===== src/rar_pkg.sv =====
package rar_pkg;

  localparam int OPERAND_BITS_DEF = 16;
  localparam int RES_NUM_W        = 32;
  localparam int RES_DEN_W        = 31;

  typedef enum logic [1:0] {
    FUNC_ADD,
    FUNC_SUB,
    FUNC_MUL,
    FUNC_DIV
  } func_t;

  typedef enum logic [3:0] {
    S_IDLE,
    S_MUL,
    S_GCD,
    S_DVN_GO,
    S_DVN_WAIT,
    S_DVD_GO,
    S_DVD_WAIT,
    S_FIN
  } state_t;

endpackage


===== src/rational_arith_reduce_unit.sv =====
// channel | dir | handshake                 | payload
// in_     | in  | in_tvalid / in_tready     | in_tdata: func, a_num, a_den, b_num, b_den
// out_    | out | out_tvalid / out_tready   | out_tdata: res_num, res_den; out_tuser: den_zero
//
// One item at a time. A multiply sequence on a shared signed multiplier, then,
// for a positive denominator, a binary GCD and two restoring divisions on one
// shared divider; a zero or negative denominator skips reduction.
// in_tready is high only while idle; the next item can be taken while a result
// waits in the output register. Reset is synchronous and clears control only.
module rational_arith_reduce_unit
  import rar_pkg::*;
#(
  parameter int OPERAND_BITS = OPERAND_BITS_DEF
) (
  input  logic                                  clk,
  input  logic                                  rst_n,
  input  logic                                  in_tvalid,
  output logic                                  in_tready,
  // func, a_num, a_den, b_num, b_den
  input  logic [((4*OPERAND_BITS+7)/8)*8-1:0]   in_tdata,
  output logic                                  out_tvalid,
  input  logic                                  out_tready,
  // res_num, res_den, zero pad
  output logic [((RES_NUM_W+RES_DEN_W+7)/8)*8-1:0] out_tdata,
  // den_zero
  output logic                                  out_tuser
);

  localparam int NB    = OPERAND_BITS;
  localparam int OW    = NB + 1;
  localparam int NW    = 2 * NB;
  localparam int KW    = $clog2(NW + 1);
  localparam int OUT_W = ((RES_NUM_W + RES_DEN_W + 7) / 8) * 8;
  localparam int AN_LO = 2;
  localparam int AD_LO = AN_LO + NB;
  localparam int BN_LO = AD_LO + NB - 1;
  localparam int BD_LO = BN_LO + NB;

  state_t state_r, state_nxt;
  logic [1:0] step_r, step_nxt;
  func_t func_r, func_nxt;
  logic signed [NB-1:0] an_r, an_nxt, bn_r, bn_nxt;
  logic [NB-2:0] ad_r, ad_nxt, bd_r, bd_nxt;
  logic signed [NW-1:0] p_r, p_nxt, n_r, n_nxt, d_r, d_nxt;
  logic [NW-1:0] m_r, m_nxt, x_r, x_nxt, y_r, y_nxt, g_r, g_nxt, qn_r, qn_nxt;
  logic [KW-1:0] k_r, k_nxt;
  logic neg_r, neg_nxt, red_r, red_nxt;
  logic out_valid_r, out_valid_nxt;
  logic signed [RES_NUM_W-1:0] res_num_r, res_num_nxt;
  logic signed [RES_DEN_W-1:0] res_den_r, res_den_nxt;
  logic den_zero_r, den_zero_nxt;

  logic signed [OW-1:0] mul_a, mul_b;
  logic signed [2*OW-1:0] mul_p;
  logic [NW-1:0] mag_n, div_dividend, div_q;
  logic signed [NW-1:0] rn;
  logic div_start, div_busy, div_done;

  rar_div #(.W(NW)) u_div (
    .clk      (clk),
    .rst_n    (rst_n),
    .start    (div_start),
    .dividend (div_dividend),
    .divisor  (g_r),
    .busy     (div_busy),
    .done     (div_done),
    .quotient (div_q)
  );

  always_comb begin
    case (step_r)
      2'd0: begin
        mul_a = {an_r[NB-1], an_r};
        mul_b = (func_r == FUNC_MUL) ? {bn_r[NB-1], bn_r} : {2'b00, bd_r};
      end
      2'd1: begin
        mul_a = {bn_r[NB-1], bn_r};
        mul_b = {2'b00, ad_r};
      end
      default: begin
        mul_a = {2'b00, ad_r};
        mul_b = (func_r == FUNC_DIV) ? {bn_r[NB-1], bn_r} : {2'b00, bd_r};
      end
    endcase
    mul_p = mul_a * mul_b;
  end

  assign mag_n        = n_r[NW-1] ? NW'(-n_r) : NW'(n_r);
  assign div_dividend = (state_r == S_DVD_GO) ? NW'(d_r) : m_r;
  assign rn           = neg_r ? $signed(-qn_r) : $signed(qn_r);

  always_comb begin
    state_nxt     = state_r;
    step_nxt      = step_r;
    func_nxt      = func_r;
    an_nxt        = an_r;
    ad_nxt        = ad_r;
    bn_nxt        = bn_r;
    bd_nxt        = bd_r;
    p_nxt         = p_r;
    n_nxt         = n_r;
    d_nxt         = d_r;
    m_nxt         = m_r;
    x_nxt         = x_r;
    y_nxt         = y_r;
    k_nxt         = k_r;
    g_nxt         = g_r;
    qn_nxt        = qn_r;
    neg_nxt       = neg_r;
    red_nxt       = red_r;
    res_num_nxt   = res_num_r;
    res_den_nxt   = res_den_r;
    den_zero_nxt  = den_zero_r;
    out_valid_nxt = out_valid_r && !out_tready;
    in_tready     = 1'b0;
    div_start     = 1'b0;

    case (state_r)
      S_IDLE: begin
        in_tready = 1'b1;
        if (in_tvalid) begin
          func_nxt  = func_t'(in_tdata[1:0]);
          an_nxt    = in_tdata[AN_LO +: NB];
          ad_nxt    = in_tdata[AD_LO +: NB-1];
          bn_nxt    = in_tdata[BN_LO +: NB];
          bd_nxt    = in_tdata[BD_LO +: NB-1];
          step_nxt  = '0;
          state_nxt = S_MUL;
        end
      end
      S_MUL: begin
        p_nxt    = NW'(mul_p);
        step_nxt = step_r + 1'b1;
        case (step_r)
          2'd0: ;
          2'd1: n_nxt = p_r;
          2'd2: begin
            case (func_r)
              FUNC_ADD: n_nxt = n_r + p_r;
              FUNC_SUB: n_nxt = n_r - p_r;
              default:  n_nxt = n_r;
            endcase
          end
          default: begin
            d_nxt   = p_r;
            neg_nxt = n_r[NW-1];
            m_nxt   = mag_n;
            x_nxt   = mag_n;
            y_nxt   = NW'(p_r);
            k_nxt   = '0;
            if (p_r > 0) begin
              red_nxt   = 1'b1;
              state_nxt = S_GCD;
            end else begin
              red_nxt   = 1'b0;
              state_nxt = S_FIN;
            end
          end
        endcase
      end
      S_GCD: begin
        if (x_r == '0) begin
          g_nxt     = y_r << k_r;
          state_nxt = S_DVN_GO;
        end else if (!x_r[0] && !y_r[0]) begin
          x_nxt = x_r >> 1;
          y_nxt = y_r >> 1;
          k_nxt = k_r + 1'b1;
        end else if (!x_r[0]) begin
          x_nxt = x_r >> 1;
        end else if (!y_r[0]) begin
          y_nxt = y_r >> 1;
        end else if (x_r >= y_r) begin
          x_nxt = (x_r - y_r) >> 1;
        end else begin
          y_nxt = (y_r - x_r) >> 1;
        end
      end
      S_DVN_GO: begin
        div_start = 1'b1;
        state_nxt = S_DVN_WAIT;
      end
      S_DVN_WAIT: begin
        if (div_done) begin
          qn_nxt    = div_q;
          state_nxt = S_DVD_GO;
        end
      end
      S_DVD_GO: begin
        div_start = 1'b1;
        state_nxt = S_DVD_WAIT;
      end
      S_DVD_WAIT: begin
        if (div_done) begin
          state_nxt = S_FIN;
        end
      end
      S_FIN: begin
        if (!out_valid_r || out_tready) begin
          if (red_r) begin
            res_num_nxt = RES_NUM_W'(rn);
            res_den_nxt = RES_DEN_W'(div_q);
          end else begin
            res_num_nxt = RES_NUM_W'(n_r);
            res_den_nxt = RES_DEN_W'(d_r);
          end
          den_zero_nxt  = (d_r == '0);
          out_valid_nxt = 1'b1;
          state_nxt     = S_IDLE;
        end
      end
      default: state_nxt = S_IDLE;
    endcase
  end

  always_ff @(posedge clk) begin
    if (!rst_n) begin
      state_r     <= S_IDLE;
      step_r      <= '0;
      out_valid_r <= 1'b0;
    end else begin
      state_r     <= state_nxt;
      step_r      <= step_nxt;
      out_valid_r <= out_valid_nxt;
    end
  end

  always_ff @(posedge clk) begin
    func_r     <= func_nxt;
    an_r       <= an_nxt;
    ad_r       <= ad_nxt;
    bn_r       <= bn_nxt;
    bd_r       <= bd_nxt;
    p_r        <= p_nxt;
    n_r        <= n_nxt;
    d_r        <= d_nxt;
    m_r        <= m_nxt;
    x_r        <= x_nxt;
    y_r        <= y_nxt;
    k_r        <= k_nxt;
    g_r        <= g_nxt;
    qn_r       <= qn_nxt;
    neg_r      <= neg_nxt;
    red_r      <= red_nxt;
    res_num_r  <= res_num_nxt;
    res_den_r  <= res_den_nxt;
    den_zero_r <= den_zero_nxt;
  end

  assign out_tvalid = out_valid_r;
  assign out_tdata  = OUT_W'({res_den_r, res_num_r});
  assign out_tuser  = den_zero_r;

`ifndef ASSERT_OFF
  a_accept_starts_mul: assert property (@(posedge clk) disable iff (!rst_n)
    in_tvalid && in_tready |=> state_r == S_MUL && step_r == '0)
    else $error("accepted item did not start the multiply sequence");

  a_gcd_y_nonzero: assert property (@(posedge clk) disable iff (!rst_n)
    state_r == S_GCD |-> y_r != '0)
    else $error("gcd operand y reached zero");

  a_div_start_idle: assert property (@(posedge clk) disable iff (!rst_n)
    div_start |-> !div_busy)
    else $error("divider started while busy");

  a_den_zero_value: assert property (@(posedge clk) disable iff (!rst_n)
    out_valid_r && den_zero_r |-> res_den_r == '0)
    else $error("den_zero set with nonzero denominator");
`endif

endmodule


===== src/rar_div.sv =====
module rar_div #(
  parameter int W = 32
) (
  input  logic         clk,
  input  logic         rst_n,
  input  logic         start,
  input  logic [W-1:0] dividend,
  input  logic [W-1:0] divisor,
  output logic         busy,
  output logic         done,
  output logic [W-1:0] quotient
);

  localparam int CW = $clog2(W + 1);

  logic [W-1:0]  q_r, q_nxt;
  logic [W:0]    r_r, r_nxt;
  logic [W-1:0]  dsr_r, dsr_nxt;
  logic [CW-1:0] cnt_r, cnt_nxt;
  logic          busy_r, busy_nxt;
  logic          done_r, done_nxt;
  logic [W:0]    rs;
  logic [W+1:0]  diff;

  // restoring division, one quotient bit a cycle
  always_comb begin
    rs       = {r_r[W-1:0], q_r[W-1]};
    diff     = {1'b0, rs} - {2'b00, dsr_r};
    q_nxt    = q_r;
    r_nxt    = r_r;
    dsr_nxt  = dsr_r;
    cnt_nxt  = cnt_r;
    busy_nxt = busy_r;
    done_nxt = 1'b0;
    if (start) begin
      q_nxt    = dividend;
      r_nxt    = '0;
      dsr_nxt  = divisor;
      cnt_nxt  = CW'(W);
      busy_nxt = 1'b1;
    end else if (busy_r) begin
      if (!diff[W+1]) begin
        r_nxt = diff[W:0];
        q_nxt = {q_r[W-2:0], 1'b1};
      end else begin
        r_nxt = rs;
        q_nxt = {q_r[W-2:0], 1'b0};
      end
      cnt_nxt = cnt_r - 1'b1;
      if (cnt_r == CW'(1)) begin
        busy_nxt = 1'b0;
        done_nxt = 1'b1;
      end
    end
  end

  always_ff @(posedge clk) begin
    if (!rst_n) begin
      busy_r <= 1'b0;
      done_r <= 1'b0;
      cnt_r  <= '0;
    end else begin
      busy_r <= busy_nxt;
      done_r <= done_nxt;
      cnt_r  <= cnt_nxt;
    end
  end

  always_ff @(posedge clk) begin
    q_r   <= q_nxt;
    r_r   <= r_nxt;
    dsr_r <= dsr_nxt;
  end

  assign busy     = busy_r;
  assign done     = done_r;
  assign quotient = q_r;

endmodule

===== config.mk =====
export PLATFORM = sky130hd
export DESIGN_NAME = rational_arith_reduce_unit
export DESIGN_NICKNAME = d
export VERILOG_FILES = /design/src/rar_pkg.sv /design/src/rational_arith_reduce_unit.sv /design/src/rar_div.sv
export SDC_FILE = /design/constraint.sdc
export NUM_CORES = 2
export LEC_CHECK = 0
export BUFFER_PORTS_ARGS = -buffer_cell sky130_fd_sc_hd__buf_2
export CAP_MARGIN = 20
export CORE_MARGIN = 8
export CORE_UTILIZATION = 45
export CTS_CLUSTER_SIZE = 16
export DETAILED_ROUTE_END_ITERATION = 16
export GPL_TIMING_DRIVEN = 0
export SLEW_MARGIN = 15
export SYNTH_ARGS = -nofsm -noshare
export SYNTH_HDL_FRONTEND = slang
export SYNTH_SLANG_ARGS = --single-unit
export TNS_END_PERCENT = 100

===== constraint.sdc =====
create_clock -name clk -period 16 [get_ports clk]
set_input_delay 3.2 -clock clk [delete_from_list [all_inputs] [get_ports clk]]
set_output_delay 3.2 -clock clk [all_outputs]
set_load 0.05 [all_outputs]

==> impl_summary.log <==
[metrics] startpoint type of the worst setup path: flip-flop
[metrics] Final ANT Viol Nets: 0
[metrics] achievable frequency: 99.2 MHz
[metrics] period utilization: 0.630
[metrics] skew final: 0.0514 ns
[metrics] number of antenna violations at the first check in global routing: 2
[metrics] Worst Reg-to-Reg Cells: 32
[metrics] Rows: around 110
[metrics] Hold Path Depth: 0
[metrics] number of optimization iterations in the first detailed-route pass: 6
[metrics] tightest slew margin relative to the limit: 0.122
[metrics] CP Max Fanout: 10
[metrics] Post-DP HPWL: 97300 µm
[metrics] top-level port count: 135
[metrics] kind of end point of the critical path: flip-flop
[metrics] top post-synthesis cells by count: 524 x inv_1, 456 x edfxtp_1, 435 x nor2_1
[metrics] cell with the largest stage delay on the worst path: a221oi_1
[metrics] height of the die: about 310 µm
[metrics] Placed Cells incl. Taps: 5408
[metrics] clock tree from TritonCTS: built
[metrics] Final Wtd Congestion: 0.984
[metrics] global-route wire length before repair: about 190000 µm
[metrics] vias per std cell: about 5.7
[metrics] fraction of final layout cells sized beyond drive strength 1: 0.0897
[metrics] Antenna Diode Count: 0
[metrics] port bufs: 133
[metrics] R2R setup slack: 5.92 ns
[metrics] routed via count: 31200
[metrics] RSZ-0062 raised after global routing: false
[metrics] routed wire length: between 100000 and 150000 µm
[metrics] run status: completed
[metrics] largest net degree at the start of global routing: 65
[metrics] max-cap viol count: 0
[metrics] Inserted Clock Buffers: 57
[metrics] number of resized instances in the post-cts repair step: 0
[metrics] gate count of the mapped netlist: 4088
[metrics] yosys synthesis warning count: 0
[metrics] post-synthesis cell type count: 79
[metrics] buffer type at the clock tree root: clkbuf_16
[metrics] area grow syn2layout: 10.8%
[metrics] path class of the lowest-slack min-delay path: reg -> reg
[metrics] final layout net count: 4870
[metrics] total nets after synthesis: about 4700
[metrics] clock latency on the worst-skew pair: between 0.6 and 0.7 ns
[metrics] starting density of the core: 0.454
[metrics] share of synthesized area occupied by flip-flops and latches: 0.365
[metrics] Die Outline Area: 98800 µm²
[metrics] number of post-CTS setup repair buffers: 0
[metrics] post-synthesis register bit count: 502
[metrics] post-synthesis cell area: 40100 µm²
[metrics] utilization after layout: 0.503
[metrics] via count of the first global-routing pass: 31000
[metrics] number of hold violations in the final report: 0
[metrics] maximum clock insertion buffer count: 3
[metrics] routed len/inst: about 22 µm
[metrics] TritonCTS sink count: 502
[metrics] data required time at the worst endpoint: 16.39 ns
[metrics] clock transition time at the flip-flop clock pins of the worst setup and hold paths: 0.06 ns
[metrics] data arrival at the endpoint of the critical path: approximately 10 ns
[metrics] Synth area leader: edfxtp_1
[metrics] initial DRC count: 3051
[metrics] crit path kind: reg -> reg
[metrics] top cells by area, synth: edfxtp_1 34%, fa_1 14%, ha_1 6.9%
[metrics] Max Transition Viols Final: 0
[metrics] actual slew at the worst max-slew pin: 1.32 ns
[metrics] Post-synth EDFFs: 456
[metrics] final count of negative-setup-slack endpoints: 0
[metrics] global routing usage summed across all routing layers: 0.243
[metrics] residual overflow from global routing: 0
[metrics] share of flip-flops with an asynchronous set or reset: 0
[metrics] setup tns final: 0 ns
[metrics] area share of the leading cell type in the synthesized netlist: 0.342
[metrics] highest cell delay on the worst timing path: 1.03 ns
[metrics] most instantiated library cell after synthesis: inv_1
[metrics] CTS hold repair buffers: 0
[metrics] Die Span X: 314 µm
[metrics] core area: around 88000 µm²
[metrics] number of H-tree branching levels: 2
[metrics] Post-Syn Area per Cell: 9.80 µm²
[metrics] final cell count without fillers: 5515
[metrics] ys flop type: edfxtp_1
[metrics] residual DRC count: 0
[metrics] fin crit period: 10.08 ns
[registers in the layout, summed over array words and instances, names as in the netlist, 31 cells and up]
register / cells
u_div.r_r: 32
u_div.dsr_r: 32
m_r: 32
y_r: 32
n_r: 32
u_div.quotient: 32
qn_r: 32
p_r: 32
res_den_r: 31
d_r: 32
g_r: 32
res_num_r: 32
x_r: 32
[cell usage in the layout (no fill, tap or decap), types with 13 or more instances in the layout]
cell / count
o21bai_1: 27
a31oi_1: 15
a21o_1: 71
o21ai_0: 200
nand2b_1: 61
nand2_1: 337
nand3_1: 46
nor3_1: 50
and2_1: 18
o31ai_1: 26
fa_1: 279
inv_1: 522
mux4_2: 22
a21oi_1: 280
a221oi_1: 42
buf_4: 13
a211oi_1: 35
mux2_2: 69
buf_2: 146
dfxtp_1: 46
xnor2_1: 149
clkbuf_1: 155
ha_1: 221
mux2i_1: 55
nor2_1: 434
edfxtp_1: 456
or2_2: 13
nand4_1: 23
clkbuf_16: 58
nor4_1: 25
or3_1: 23
o21a_1: 33
buf_1: 19
o21ai_1: 16
clkinv_1: 14
and3_1: 14
nor2b_1: 57
xor2_1: 87
[final timing paths]
kind	end	startpoint
worst max-delay path	p_r[31]$_DFFE_PP_	step_r[0]$_SDFFE_PN0P_
worst min-delay path	u_div.dsr_r[26]$_DFFE_PN_	g_r[26]$_SDFFCE_PP0P_
worst max register to register	p_r[31]$_DFFE_PP_	step_r[0]$_SDFFE_PN0P_
worst min register to register	u_div.dsr_r[26]$_DFFE_PN_	g_r[26]$_SDFFCE_PP0P_
[metal layers]
| metal | part of all wire | up-vias | GRT usage |
|---|---|---|---|
| li1 | - | 14500 | - |
| met4 | 0.035 | 0 | 0.0796 |
| met3 | 0.082 | 241 | 0.0392 |
| met5 | 0 | - | 0 |
| met2 | 0.45 | 1292 | 0.386 |
| met1 | 0.44 | 15200 | 0.338 |
[per-stage QoR]
step / hold slack, ns / area, µm² / worst slack [ns]
6_report: 0.416 / 44400 / 5.92
5_1_grt: 0.428 / 44400 / 5.56
4_1_cts: 0.419 / 44400 / 6.07
3_5_place_dp: 0.405 / 42500 / 6.09
3_3_place_gp: 0.402 / 42200 / 5.91
2_1_floorplan: 0.400 / 40100 / 8.23
[critical path, delay by kind of cell (launching register included)]
| family | cells | cell delay [ns] |
|---|---|---|
| AO/OA/AOI/OAI | 10 | 2.99 |
| flip-flops | 1 | 0.35 |
| adder cells (fa/ha/maj) | 8 | 3.61 |
| XOR/XNOR | 1 | 0.12 |
| AND/OR/NAND/NOR | 3 | 0.40 |
| buffers and inverters | 10 | 2.36 |
[cells by family after synthesis]
| group | Yosys count | synth area share |
|---|---|---|
| DFF | 502 | 0.365 |
| adders and majority gates | 500 | 0.208 |
| buffers and inverters | 702 | 0.0663 |
| and+or+nand+nor | 1132 | 0.126 |
| other | 1 | 0.0000936 |
| xor gates and xnor gates | 236 | 0.0516 |
| AOI/OAI and AO/OA | 869 | 0.137 |
| muxes | 146 | 0.0455 |
[area by class of cell]
cell class	instances	area, µm²
fill	8230	43900
multi-input combinational	2884	22800
sequential	502	14600
inverter	526	1980
clock buffer	68	1490
tap	1165	1460
timing repair buffer	155	928
buffer	176	683
clock inverter	39	375
Power is left out: the tool's default activity adds up to more than one toggle a clock period on the data nets, which glitch-free logic cannot reach.
